**src/sv/inverter_enable_sequencer_macros.svh**
```systemverilog
// Assertion helpers shared by the sequencer RTL.
// Each macro expects i_clk and i_rst_n in scope.
`ifndef INVERTER_ENABLE_SEQUENCER_MACROS_SVH
`define INVERTER_ENABLE_SEQUENCER_MACROS_SVH

// Same-cycle implication.
`define IES_ASSERT_IMP(lbl, ante, cons) \
    lbl: assert property (@(posedge i_clk) disable iff (!i_rst_n) (ante) |-> (cons)) \
        else $error("inverter enable sequencer: same-cycle check failed");

// Next-cycle implication.
`define IES_ASSERT_NXT(lbl, ante, cons) \
    lbl: assert property (@(posedge i_clk) disable iff (!i_rst_n) (ante) |=> (cons)) \
        else $error("inverter enable sequencer: next-cycle check failed");

`endif

```
**src/sv/ies_pkg.sv**
```systemverilog
package ies_pkg;

    // Motors that a feedback frame can address and that have a mask bit.
    localparam int PORT_MOTORS = 4;

    typedef enum logic [1:0] {
        OP_TICK     = 2'd0,
        OP_START    = 2'd1,
        OP_FEEDBACK = 2'd2,
        OP_STOP     = 2'd3
    } t_op;

    localparam logic [1:0] REG_TIMEOUT  = 2'd0;
    localparam logic [1:0] REG_POS_LIM  = 2'd1;
    localparam logic [1:0] REG_NEG_LIM  = 2'd2;
    localparam logic [1:0] REG_CFG_MASK = 2'd3;

    localparam logic [15:0] TIMEOUT_RESET  = 16'd500;
    localparam logic [3:0]  CFG_MASK_RESET = 4'hF;

    typedef enum logic [10:0] {
        S_DISABLED     = 11'b000_0000_0001,
        S_WAIT_READY   = 11'b000_0000_0010,
        S_SET_DC       = 11'b000_0000_0100,
        S_WAIT_DC      = 11'b000_0000_1000,
        S_ENABLE       = 11'b000_0001_0000,
        S_WAIT_INV     = 11'b000_0010_0000,
        S_RUNNING      = 11'b000_0100_0000,
        S_DISABLE      = 11'b000_1000_0000,
        S_WAIT_INV_OFF = 11'b001_0000_0000,
        S_SET_DC_OFF   = 11'b010_0000_0000,
        S_WAIT_DC_OFF  = 11'b100_0000_0000
    } t_seq_state;

    typedef struct packed {
        t_op                operation;
        logic [1:0]         motor_index;
        logic               ready_fb;
        logic               dc_ack_fb;
        logic               inv_ack_fb;
        logic signed [15:0] torque_target;
    } t_in_item;

    typedef struct packed {
        logic               request_valid;
        logic [1:0]         request_motor;
        logic               dc_on_req;
        logic               drv_on_req;
        logic               inv_on_req;
        logic signed [15:0] torque_command;
        logic signed [15:0] positive_limit_out;
        logic signed [15:0] negative_limit_out;
        logic [3:0]         sequence_state;
        logic [3:0]         comm_fault_mask;
        logic               controller_running;
    } t_out_item;

    // Request frame contents held per motor.
    typedef struct packed {
        logic               dc;
        logic               drv;
        logic               inv;
        logic signed [15:0] torque;
        logic signed [15:0] pos_lim;
        logic signed [15:0] neg_lim;
    } t_request;

    // Event broadcast to every motor; the flags are already qualified by the transfer.
    typedef struct packed {
        logic               tick;
        logic               start;
        logic               stop;
        logic               feedback;
        logic               sys_ready;
        logic               dc_ack;
        logic               inv_ack;
        logic signed [15:0] setpoint;
        logic signed [15:0] pos_lim;
        logic signed [15:0] neg_lim;
    } t_motor_cmd;

    function automatic logic [3:0] f_state_code(t_seq_state s);
        logic [3:0] code;
        code = 4'd0;
        unique case (s)
            S_DISABLED:     code = 4'd0;
            S_WAIT_READY:   code = 4'd1;
            S_SET_DC:       code = 4'd2;
            S_WAIT_DC:      code = 4'd3;
            S_ENABLE:       code = 4'd4;
            S_WAIT_INV:     code = 4'd5;
            S_RUNNING:      code = 4'd6;
            S_DISABLE:      code = 4'd7;
            S_WAIT_INV_OFF: code = 4'd8;
            S_SET_DC_OFF:   code = 4'd9;
            S_WAIT_DC_OFF:  code = 4'd10;
            default:        code = 4'd0;
        endcase
        return code;
    endfunction

endpackage

```
**src/sv/inverter_enable_sequencer.sv**
```systemverilog
// Channel  Dir  Handshake                  Payload
// in       in   i_in_valid / o_in_ready    i_in_data (t_in_item)
// out      out  o_out_valid / i_out_ready  o_out_data (t_out_item)
// cfg      in   i_cfg_valid / o_cfg_ready  i_cfg_index, i_cfg_data
//
// One item per cycle is sustained while the output is taken. An item sits in the input
// register after its transfer and is processed into the result register once that register
// is free or its result is taken. The per-motor state machines and the age compare against
// the timeout sit between those two registers.
// Synchronous reset disables all motors, clears ages and faults and loads register defaults.
// A stalled output holds the result register; input ready drops only while both
// registers are full and the result is not taken. Configuration writes are registered.
`include "inverter_enable_sequencer_macros.svh"

module inverter_enable_sequencer
    import ies_pkg::*;
#(
    parameter int MOTOR_COUNT = 4,
    parameter int AGE_WIDTH   = 16
) (
    input  logic        i_clk,
    input  logic        i_rst_n,
    input  logic        i_in_valid,
    output logic        o_in_ready,
    input  t_in_item    i_in_data,
    output logic        o_out_valid,
    input  logic        i_out_ready,
    output t_out_item   o_out_data,
    input  logic        i_cfg_valid,
    output logic        o_cfg_ready,
    input  logic [1:0]  i_cfg_index,
    input  logic [15:0] i_cfg_data
);

    logic               r_in_valid, n_in_valid;
    t_in_item           r_in;
    logic               r_out_valid, n_out_valid;
    t_out_item          r_out, n_out;
    logic               r_active, n_active;
    logic [15:0]        r_timeout;
    logic signed [15:0] r_pos_lim;
    logic signed [15:0] r_neg_lim;
    logic [3:0]         r_cfg_mask;

    logic       advance;
    logic       in_xfer;
    logic       fb_ok;
    t_motor_cmd cmd;

    t_seq_state             w_state [MOTOR_COUNT];
    t_request               w_req   [MOTOR_COUNT];
    logic [MOTOR_COUNT-1:0] w_fault;
    logic [MOTOR_COUNT-1:0] w_sup;

    t_seq_state p_state [PORT_MOTORS];
    t_request   p_req   [PORT_MOTORS];
    logic       p_sup   [PORT_MOTORS];
    logic [3:0] fault_mask;

    assign advance    = r_in_valid && (!r_out_valid || i_out_ready);
    assign o_in_ready = !r_in_valid || advance;
    assign in_xfer    = i_in_valid && o_in_ready;
    assign o_cfg_ready = 1'b1;

    assign fb_ok = (r_in.operation == OP_FEEDBACK) && (int'(r_in.motor_index) < MOTOR_COUNT);

    always_comb begin
        cmd           = '0;
        cmd.tick      = advance && (r_in.operation == OP_TICK);
        cmd.start     = advance && (r_in.operation == OP_START) && !r_active;
        cmd.stop      = advance && (r_in.operation == OP_STOP);
        cmd.feedback  = advance && fb_ok;
        cmd.sys_ready = r_in.ready_fb;
        cmd.dc_ack    = r_in.dc_ack_fb;
        cmd.inv_ack   = r_in.inv_ack_fb;
        cmd.setpoint  = r_in.torque_target;
        cmd.pos_lim   = r_pos_lim;
        cmd.neg_lim   = r_neg_lim;
    end

    for (genvar j = 0; j < MOTOR_COUNT; j++) begin : g_motor
        if (j < PORT_MOTORS) begin : g_sup
            assign w_sup[j] = r_cfg_mask[j];
        end else begin : g_nosup
            assign w_sup[j] = 1'b0;
        end

        ies_motor #(
            .AGE_WIDTH(AGE_WIDTH)
        ) u_motor (
            .i_clk        (i_clk),
            .i_rst_n      (i_rst_n),
            .i_cmd        (cmd),
            .i_sel        (int'(r_in.motor_index) == j),
            .i_supervised (w_sup[j]),
            .i_timeout    (r_timeout),
            .o_state      (w_state[j]),
            .o_req        (w_req[j]),
            .o_fault      (w_fault[j])
        );
    end

    // Addressable view of the motors; slots above the motor count read as idle.
    for (genvar k = 0; k < PORT_MOTORS; k++) begin : g_port
        if (k < MOTOR_COUNT) begin : g_live
            assign p_state[k]    = w_state[k];
            assign p_req[k]      = w_req[k];
            assign p_sup[k]      = w_sup[k];
            assign fault_mask[k] = w_fault[k];
        end else begin : g_empty
            assign p_state[k]    = S_DISABLED;
            assign p_req[k]      = '0;
            assign p_sup[k]      = 1'b0;
            assign fault_mask[k] = 1'b0;
        end
    end

    always_comb begin
        n_active = r_active;
        if (cmd.start) begin
            n_active = 1'b1;
        end else if (cmd.stop) begin
            n_active = 1'b0;
        end
    end

    always_comb begin
        n_out                    = '0;
        n_out.comm_fault_mask    = fault_mask;
        n_out.controller_running = n_active;
        if (fb_ok) begin
            n_out.request_motor  = r_in.motor_index;
            n_out.sequence_state = f_state_code(p_state[r_in.motor_index]);
            if (p_sup[r_in.motor_index]) begin
                n_out.request_valid      = 1'b1;
                n_out.dc_on_req          = p_req[r_in.motor_index].dc;
                n_out.drv_on_req         = p_req[r_in.motor_index].drv;
                n_out.inv_on_req         = p_req[r_in.motor_index].inv;
                n_out.torque_command     = p_req[r_in.motor_index].torque;
                n_out.positive_limit_out = p_req[r_in.motor_index].pos_lim;
                n_out.negative_limit_out = p_req[r_in.motor_index].neg_lim;
            end
        end
    end

    always_comb begin
        n_in_valid = r_in_valid;
        if (in_xfer) begin
            n_in_valid = 1'b1;
        end else if (advance) begin
            n_in_valid = 1'b0;
        end
        n_out_valid = r_out_valid;
        if (advance) begin
            n_out_valid = 1'b1;
        end else if (i_out_ready) begin
            n_out_valid = 1'b0;
        end
    end

    always_ff @(posedge i_clk) begin
        if (!i_rst_n) begin
            r_in_valid  <= 1'b0;
            r_out_valid <= 1'b0;
            r_active    <= 1'b0;
        end else begin
            r_in_valid  <= n_in_valid;
            r_out_valid <= n_out_valid;
            r_active    <= n_active;
        end
    end

    always_ff @(posedge i_clk) begin
        if (in_xfer) begin
            r_in <= i_in_data;
        end
        if (advance) begin
            r_out <= n_out;
        end
    end

    always_ff @(posedge i_clk) begin
        if (!i_rst_n) begin
            r_timeout  <= TIMEOUT_RESET;
            r_pos_lim  <= '0;
            r_neg_lim  <= '0;
            r_cfg_mask <= CFG_MASK_RESET;
        end else if (i_cfg_valid) begin
            unique case (i_cfg_index)
                REG_TIMEOUT:  r_timeout  <= i_cfg_data;
                REG_POS_LIM:  r_pos_lim  <= signed'(i_cfg_data);
                REG_NEG_LIM:  r_neg_lim  <= signed'(i_cfg_data);
                REG_CFG_MASK: r_cfg_mask <= i_cfg_data[3:0];
                default: begin
                end
            endcase
        end
    end

    assign o_out_valid = r_out_valid;
    assign o_out_data  = r_out;

    // Driver and inverter enables are always raised and dropped together.
    `IES_ASSERT_IMP(a_drv_inv_pair, r_out_valid, r_out.drv_on_req == r_out.inv_on_req)
    // The inverter is never requested on without the DC link.
    `IES_ASSERT_IMP(a_inv_needs_dc, r_out_valid && r_out.inv_on_req, r_out.dc_on_req)
    // A stop reports the controller as no longer running.
    `IES_ASSERT_NXT(a_stop_clears_run, advance && (r_in.operation == OP_STOP),
                    r_out_valid && !r_out.controller_running)
    // An item waiting in the input register is neither lost nor overwritten.
    `IES_ASSERT_NXT(a_in_hold, r_in_valid && !advance, r_in_valid && $stable(r_in))

endmodule

```
**src/sv/ies_motor.sv**
```systemverilog
module ies_motor
    import ies_pkg::*;
#(
    parameter int AGE_WIDTH = 16
) (
    input  logic        i_clk,
    input  logic        i_rst_n,
    input  t_motor_cmd  i_cmd,
    input  logic        i_sel,
    input  logic        i_supervised,
    input  logic [15:0] i_timeout,
    output t_seq_state  o_state,
    output t_request    o_req,
    output logic        o_fault
);

    localparam int CMP_W = (AGE_WIDTH > 16) ? AGE_WIDTH : 16;
    localparam logic [AGE_WIDTH-1:0] AGE_MAX = '1;

    t_seq_state           r_state, n_state;
    t_request             r_req, n_req;
    logic [AGE_WIDTH-1:0] r_age, n_age;

    always_comb begin
        n_state = r_state;
        n_req   = r_req;
        n_age   = r_age;
        if (i_cmd.tick) begin
            if (r_age != AGE_MAX) begin
                n_age = r_age + 1'b1;
            end
        end else if (i_cmd.start) begin
            n_state = S_WAIT_READY;
        end else if (i_cmd.stop) begin
            if (r_state == S_WAIT_READY || r_state == S_SET_DC || r_state == S_WAIT_DC ||
                r_state == S_ENABLE || r_state == S_WAIT_INV || r_state == S_RUNNING) begin
                n_state = S_DISABLE;
            end
        end else if (i_cmd.feedback && i_sel) begin
            n_age = '0;
            if (i_supervised) begin
                unique case (r_state)
                    S_DISABLED: begin
                    end
                    S_WAIT_READY: begin
                        if (i_cmd.sys_ready) n_state = S_SET_DC;
                    end
                    S_SET_DC: begin
                        n_req.dc = 1'b1;
                        n_state  = S_WAIT_DC;
                    end
                    S_WAIT_DC: begin
                        if (i_cmd.dc_ack) n_state = S_ENABLE;
                    end
                    S_ENABLE: begin
                        n_req.torque  = '0;
                        n_req.pos_lim = '0;
                        n_req.neg_lim = '0;
                        n_req.drv     = 1'b1;
                        n_req.inv     = 1'b1;
                        n_state       = S_WAIT_INV;
                    end
                    S_WAIT_INV: begin
                        if (i_cmd.inv_ack) n_state = S_RUNNING;
                    end
                    S_RUNNING: begin
                        n_req.torque  = i_cmd.setpoint;
                        n_req.pos_lim = i_cmd.pos_lim;
                        n_req.neg_lim = i_cmd.neg_lim;
                    end
                    S_DISABLE: begin
                        n_req.torque  = '0;
                        n_req.pos_lim = '0;
                        n_req.neg_lim = '0;
                        n_req.drv     = 1'b0;
                        n_req.inv     = 1'b0;
                        n_state       = S_WAIT_INV_OFF;
                    end
                    S_WAIT_INV_OFF: begin
                        if (!i_cmd.inv_ack) n_state = S_SET_DC_OFF;
                    end
                    S_SET_DC_OFF: begin
                        n_req.dc = 1'b0;
                        n_state  = S_WAIT_DC_OFF;
                    end
                    S_WAIT_DC_OFF: begin
                        if (!i_cmd.dc_ack) n_state = S_DISABLED;
                    end
                    default: begin
                    end
                endcase
            end
        end
    end

    always_ff @(posedge i_clk) begin
        if (!i_rst_n) begin
            r_state <= S_DISABLED;
            r_req   <= '0;
            r_age   <= '0;
        end else begin
            r_state <= n_state;
            r_req   <= n_req;
            r_age   <= n_age;
        end
    end

    // The result reports the motor as it stands after this event.
    assign o_state = n_state;
    assign o_req   = n_req;
    assign o_fault = i_supervised && (CMP_W'(n_age) > CMP_W'(i_timeout));

endmodule
```
**config.mk**
```make
export PLATFORM = sky130hd
export DESIGN_NAME = inverter_enable_sequencer
export DESIGN_NICKNAME = d
export VERILOG_FILES = /design/src/sv/ies_pkg.sv /design/src/sv/inverter_enable_sequencer.sv /design/src/sv/ies_motor.sv
export VERILOG_INCLUDE_DIRS = /design/src /design/src/sv
export SDC_FILE = /design/constraint.sdc
export NUM_CORES = 1
export LEC_CHECK = 0
export BUFFER_PORTS_ARGS = -buffer_cell sky130_fd_sc_hd__buf_4
export CORE_ASPECT_RATIO = 1.1
export CORE_MARGIN = 5
export CORE_UTILIZATION = 34
export DETAILED_ROUTE_END_ITERATION = 8
export MAX_ROUTING_LAYER = met4
export PLACE_DENSITY_LB_ADDON = 0.3
export SLEW_MARGIN = 30
export SYNTH_ARGS = -nofsm -noshare
export SYNTH_HDL_FRONTEND = slang
export SYNTH_SLANG_ARGS = --single-unit
```
**constraint.sdc**
```tcl
create_clock -name i_clk -period 6 [get_ports i_clk]
set_input_delay 0.3 -clock i_clk [delete_from_list [all_inputs] [get_ports i_clk]]
set_output_delay 0.3 -clock i_clk [all_outputs]
set_load 0.1 [all_outputs]
```
* Yosys cells after proc, flatten, opt, wreduce, memory -nomap -nowiden
Index checks and enable logic that the tools add are counted.
** Word-level totals
- Logic and storage cells :: 300
- Register bits after elaboration :: 453
- Output and inout bits :: 66
- Bits of input ports :: 46
** Cells by class
- Eq/ne operators :: 63
- Bitwise logic cells :: 1
- Reduce and logical (&&, ||, !) cells :: 54
- Muxes and demuxes :: 117
- Magnitude comparators :: 5
- Add/subtract/negate cells :: 4
** Operators by type and width (number)
- 51-bit 2-to-1 mux :: 22
- 11-bit 2-to-1 mux :: 46
- 11-bit one-hot mux with 9 select lines :: 4
- 48-bit one-hot mux with 2 select lines :: 4
- 16-bit 2-to-1 mux :: 20
- 51-bit binary-select mux with 2-bit select :: 1
- 16-bit by 1-bit adder with 16-bit output, second input constant :: 4
- 16-bit > comparator :: 4
- 16-bit != test, second input constant :: 4
- 11-bit by 10-bit == test with 1-bit output, second input constant :: 5
- 11-bit == test, second input constant :: 5
- 11-bit by 2-bit == test with 1-bit output, second input constant :: 5
- 11-bit by 3-bit == test with 1-bit output, second input constant :: 5
- 11-bit by 4-bit == test with 1-bit output, second input constant :: 5
- 11-bit by 5-bit == test with 1-bit output, second input constant :: 5
- 11-bit by 6-bit == test with 1-bit output, second input constant :: 5
- 11-bit by 7-bit == test with 1-bit output, second input constant :: 5
- 11-bit by 8-bit == test with 1-bit output, second input constant :: 5
- 11-bit by 9-bit == test with 1-bit output, second input constant :: 5
- 4-bit one-hot mux with 10 select lines :: 1
- 11-bit binary-select mux with 2-bit select :: 1
- 1-bit logical OR :: 22
- 2-bit one-hot mux with 2 select lines :: 4
- 1-bit logical AND :: 15
- 12 further kinds :: 42

* Longest topological paths before layout
- Depth after elaboration :: 15
- Mapped depth :: 21
- Mapped depth without buffers :: 21

* By module
A second synthesis with hierarchy kept.
** Second synthesis, totals
- Cells, all modules :: 2472
- Area total of the unflattened synthesis :: 23729.0 sq um
** By module, submodules not included
- inverter_enable_sequencer :: cells each 527, area an instance 6839.1 sq um, instances 1, seq. area each 3683.5 sq um
- ies_motor at g_motor[3].u_motor :: cells each 499, area an instance 4286.6 sq um, instances 1, seq. area each 1561.5 sq um
- ies_motor at g_motor[2].u_motor :: cells each 483, area an instance 4245.3 sq um, instances 1, seq. area each 1561.5 sq um
- ies_motor at g_motor[1].u_motor :: cells each 487, area an instance 4190.3 sq um, instances 1, seq. area each 1561.5 sq um
- ies_motor at g_motor[0].u_motor :: cells each 476, area an instance 4167.7 sq um, instances 1, seq. area each 1561.5 sq um

* Least setup slack after synthesis
OpenSTA, ideal clock, no wires.
- Path type :: flip-flop to flip-flop
- Start :: register r_out_valid, in the netlist o_out_valid
- End :: register r_out, in the netlist o_out_data[3], data pin
- Required time :: 5.739 ns
- Arrival :: 6.927 ns
- Stages on the path, launching flop included :: 20
- Buffers on the path :: 2
- Clock period less this slack :: 7.187 ns
- Library setup time :: 0.261 ns
- Setup slack :: -1.187 ns
- Cells stage by stage :: dfxtp_1 > nor2b_1 > clkbuf_1 > nor2_1 > nand2_1 > clkbuf_1 > a31oi_1 > nand4_1 > nand3_1 > o21ai_0 > ha_1 > nand3_1 > o22ai_1 > o21a_1 > o21a_1 > o21ai_0 > nand2b_1 > a21oi_1 > o221ai_1 > o311a_1
** On the way
- Cells in the longest elaborated chain, start to end :: 11
** RTL lines
- from (decl) :: RTL line inverter_enable_sequencer.sv:37 : logic r_out_valid, n_out_valid;
- from (signal assigned) :: RTL line inverter_enable_sequencer.sv:168 : r_out_valid <= n_out_valid;
- 1-bit zero test * :: RTL line inverter_enable_sequencer.sv:60 : assign advance = r_in_valid && (!r_out_valid || i_out_ready);
- 1-bit logical OR * :: RTL line inverter_enable_sequencer.sv:60
- 1-bit logical AND * :: RTL line inverter_enable_sequencer.sv:60
- named net advance :: RTL line inverter_enable_sequencer.sv:45 : logic advance;
- 1-bit logical AND :: RTL line inverter_enable_sequencer.sv:72 : cmd.feedback = advance && fb_ok;
- 1-bit logical AND :: RTL line ies_motor.sv:39 : end else if (i_cmd.feedback && i_sel) begin
- 16-bit 2-to-1 mux :: RTL line ies_motor.sv:39
- 16-bit 2-to-1 mux :: RTL line ies_motor.sv:34 : end else if (i_cmd.stop) begin
- 16-bit 2-to-1 mux :: RTL line ies_motor.sv:32 : end else if (i_cmd.start) begin
- 16-bit 2-to-1 mux * :: RTL line ies_motor.sv:28 : if (i_cmd.tick) begin
- named net g_motor[2].u_motor.n_age[3] :: RTL line ies_motor.sv:22 : logic [AGE_WIDTH-1:0] r_age, n_age;
- 16-bit > comparator * :: RTL line ies_motor.sv:111 : assign o_fault = i_supervised && (CMP_W'(n_age) > CMP_W'(i_timeout));
- 1-bit logical AND * :: RTL line ies_motor.sv:111
- named net g_motor[2].u_motor.o_fault :: RTL line ies_motor.sv:14 : output logic o_fault
- to (signal assigned) :: RTL line inverter_enable_sequencer.sv:178 : r_out <= n_out;
- to (decl) :: RTL line inverter_enable_sequencer.sv:38 : t_out_item r_out, n_out;
The timed path passes the listed nets; every way through them passes the cells marked *.
A chain may end at the register's enable or synchronous reset.

* Final worst setup path
- Start :: register r_in[19] in the netlist's numbering
- End :: register r_out, in the netlist o_out_data[4], data pin
** On the way
- Cells in the longest elaborated chain, start to end :: 8
** RTL lines
- from (decl) :: RTL line inverter_enable_sequencer.sv:36 : t_in_item r_in;
- from (signal assigned) :: RTL line inverter_enable_sequencer.sv:175 : r_in <= i_in_data;
- 2-bit by 1-bit == test with 1-bit output :: RTL line inverter_enable_sequencer.sv:94 : .i_sel (int'(r_in.motor_index) == j),
- 1-bit logical AND :: RTL line ies_motor.sv:39
- 16-bit 2-to-1 mux :: RTL line ies_motor.sv:39
- 16-bit 2-to-1 mux :: RTL line ies_motor.sv:34
- 16-bit 2-to-1 mux :: RTL line ies_motor.sv:32
- 16-bit 2-to-1 mux :: RTL line ies_motor.sv:28
- named net g_motor[3].u_motor.n_age[1] :: RTL line ies_motor.sv:22
- 16-bit > comparator :: RTL line ies_motor.sv:111
- 1-bit logical AND :: RTL line ies_motor.sv:111
- named net g_motor[3].u_motor.o_fault :: RTL line ies_motor.sv:14
The timed path passes the listed nets, and every way through them passes these cells.

==> metrics <==
cell area after synthesis=0.0217 mm2; crit-path cells=clkinv_2, nor2_1, nand2_1, nand3_1, nand2_1, ha_1, nor2b_1, o21a_1, o21a_1, o21a_1, o21a_1, o21ai_0, nand2b_1, a21oi_1, o21ai_0, nand3_1, a21oi_1; total CTS buffers=49; CTS tree=done; crit end category=register; drt wl/cell=21.7 um; Post-Syn Instances=2374; share of flip-flops with an asynchronous set or reset=0%; highest clock rate=223 MHz; VDD IR max=205 uV; Worst Path Max Fanout=28; Synth area leaders=dfxtp_1 (34%), edfxtp_1 (12%), a22oi_1 (6.7%), nor2_1 (6.5%), mux4_2 (5.4%); Hold Crit Class=input pin to register; PnR Total Power=6670 uW; Yosys cell types=93; first-pass GRT wire length=109000 um; predominant post-synthesis flop cell=dfxtp_1; clock sinks=453; via count=19215; Core ar.=0.0635 mm2; NumNets Final=2552; FILL cells=6218; Clock Path Buffers=3; CP max-delay cell=clkinv_2; final setup vio count=0; Synth top area share=33.8%; Avg Cell Area, Syn=9.16 um2; Final Max Tran Viols=0; Crit Path Class=register to register; post-route ant nets=0; number of flops mapped to enable cells by yosys=86; Total GRT Usage=20.5%; DR iter-0 viols=1954; syn nets=2488; drt via density=5.79; largest net degree at the start of global routing=194; CP top delay family=simple AND/OR/NAND/NOR gates; clock latency on the worst-skew pair=600 ps; Initial Utilization=34.2%; row count=97; Crit path largest cell delay=660 ps; port bufs=110; Final Cell Area=0.0253 mm2; Chip Width=251 um; status=finished, final reports clean; RSZ-0062 raised after global routing=false; synthesis-stage register bit count=453; Worst EP required=6320 ps; DR pass1 iterations=5; global-route congestion overflow total=0; Placed Cells=3187; CP Launch Type=register; dpl hpwl=46500 um; most instantiated library cell after synthesis=nor2_1; final setup skew=21.2 ps; die span in y=275 um; Placed Area=0.0233 mm2; pwr dens=264 mW/mm2; vias in the first global route=18503; Setup TNS Final=0 ps; routability cong.=0.937; number of max-cap violations=0; root buffer cell=clkbuf_16; final hold viol count=0; DRC=0; worst slew pin tran=1010 ps; minimum clock period=4490 ps; Die ar.=0.0691 mm2; most frequent CP cell=o21a_1; total wire length=71800 um; share of layout cells above drive strength 1=12.1%; H-tree lvl count=2; Yosys warning count=0; Clock transition at path regs=60 ps; static leakage=0.00910 uW; setup bufs post-CTS=0; sequential share of the synthesized area=45.7%; crit path DAT=4810 ps; crit share post-route=74.8%; initial antenna violation count=0; area leader, netlist=dfxtp_1; CP bufs+invs=1; non-filler cells, final=3317; slew margin rel.=32.4%; Ports=112; most frequent cells after synthesis=nor2_1 (377), dfxtp_1 (367), nand2_1 (215); synth-to-layout area growth=16.3%
==> registers in the layout, indices dropped and copies added (netlist names), 16 cells and up <==
| register | cells |
|---|---|
| cmd | 19 |
| g_motor.u_motor.r_age | 64 |
| g_motor.u_motor.r_req | 204 |
| g_motor.u_motor.r_state | 44 |
| o_out_data | 63 |
| r_neg_lim | 16 |
| r_pos_lim | 16 |
| r_timeout | 16 |
==> tightest hold or removal path: stages <==
cell     delay, ps
buf_4          140
nor3b_4        120
nand2_1         90
a21oi_1         50
==> kinds of logic after synthesis <==
| logic type | after synthesis | share of synthesized area (%) |
|---|---|---|
| XOR/XNOR | 19 | 0.766 |
| multiplexers | 77 | 6.55 |
| other | 1 | 0.0173 |
| flip-flops | 453 | 45.7 |
| AO/OA/AOI/OAI | 563 | 17.7 |
| buffers and inverters | 200 | 3.48 |
| adder cells (fa/ha/maj) | 68 | 3.91 |
| AND/OR/NAND/NOR | 993 | 21.9 |
==> worst paths after layout <==
path	start	to	slack (ps)	cells after the start
worst max register to register	r_in[19]	o_out_data[4]	1510	17
worst max-delay path	r_in[19]	o_out_data[4]	1510	17
worst min-delay path	i_cfg_index[1]	r_timeout[15]	150	4
worst min register to register	r_timeout[3]	r_timeout[3]	460	2
==> cells in the final DEF, fill, tap and decap left out, drive strengths merged, types with 9 or more instances in the layout <==
cell and count:
dfxtp 367, buf 132, nor3b 10, nor4 24, a22oi 193, and2 60, inv 39, and4 9
a21o 9, nor4b 11, nand2b 16, mux2i 24, nand3 80, o211ai 24, o31ai 18, o21a 22
clkbuf 75, dlygate4sd3 40, o21ai 86, nor3 64, a211oi 10, a21oi 119, nor2b 17, clkinv 13
nor2 377, ha 68, nand2 215, edfxtp 86, or4 12, mux4 52, xor2 14, nand4 41
or3 10, a31oi 15, and3 19
==> power by group <==
part           internal [uW]  switching [uW]
logic                    135             373
registers               3140            52.1
clock network           1710            1260
==> per-layer routing <==
layer	vias to the layer above	routed length [um]	GRT usage (%)
met5	-	0	-
met4	0	2170	6.66
met3	159	4510	3.08
met2	720	34300	33.4
met1	9480	30900	26.5
li1	8856	-	-
==> through the flow <==
step / hold WS, ps / utilization [%] / setup slack [ps]
2_1_floorplan: 399 / - / 21.3
3_3_place_gp: 446 / 36.6 / 1700
3_5_place_dp: 448 / 36.7 / 1610
4_1_cts: 117 / 39.7 / 1610
5_1_grt: 153 / 39.8 / 1060
6_report: 154 / 39.8 / 1510
==> layout make-up <==
cell class | count | area, um2 | area share, %
well taps | 841 | 1050 | 4.16
flip-flops and latches | 453 | 9930 | 39.3
clock buffers | 75 | 1410 | 5.60
inverters | 41 | 168 | 0.664
clock inverters | 13 | 146 | 0.579
diodes | 1 | 2.50 | 0.00990
repair buffers | 172 | 1420 | 5.60
multi-input cells | 1721 | 11100 | 44.1
==> what timing repair did <==
item / CTS / global route
hold buffers: 40 / 0
gates resized for setup: 0 / 0
endpoints found under the hold margin: 74 / 0
Note: power is estimated with default switching activity, not from simulation.
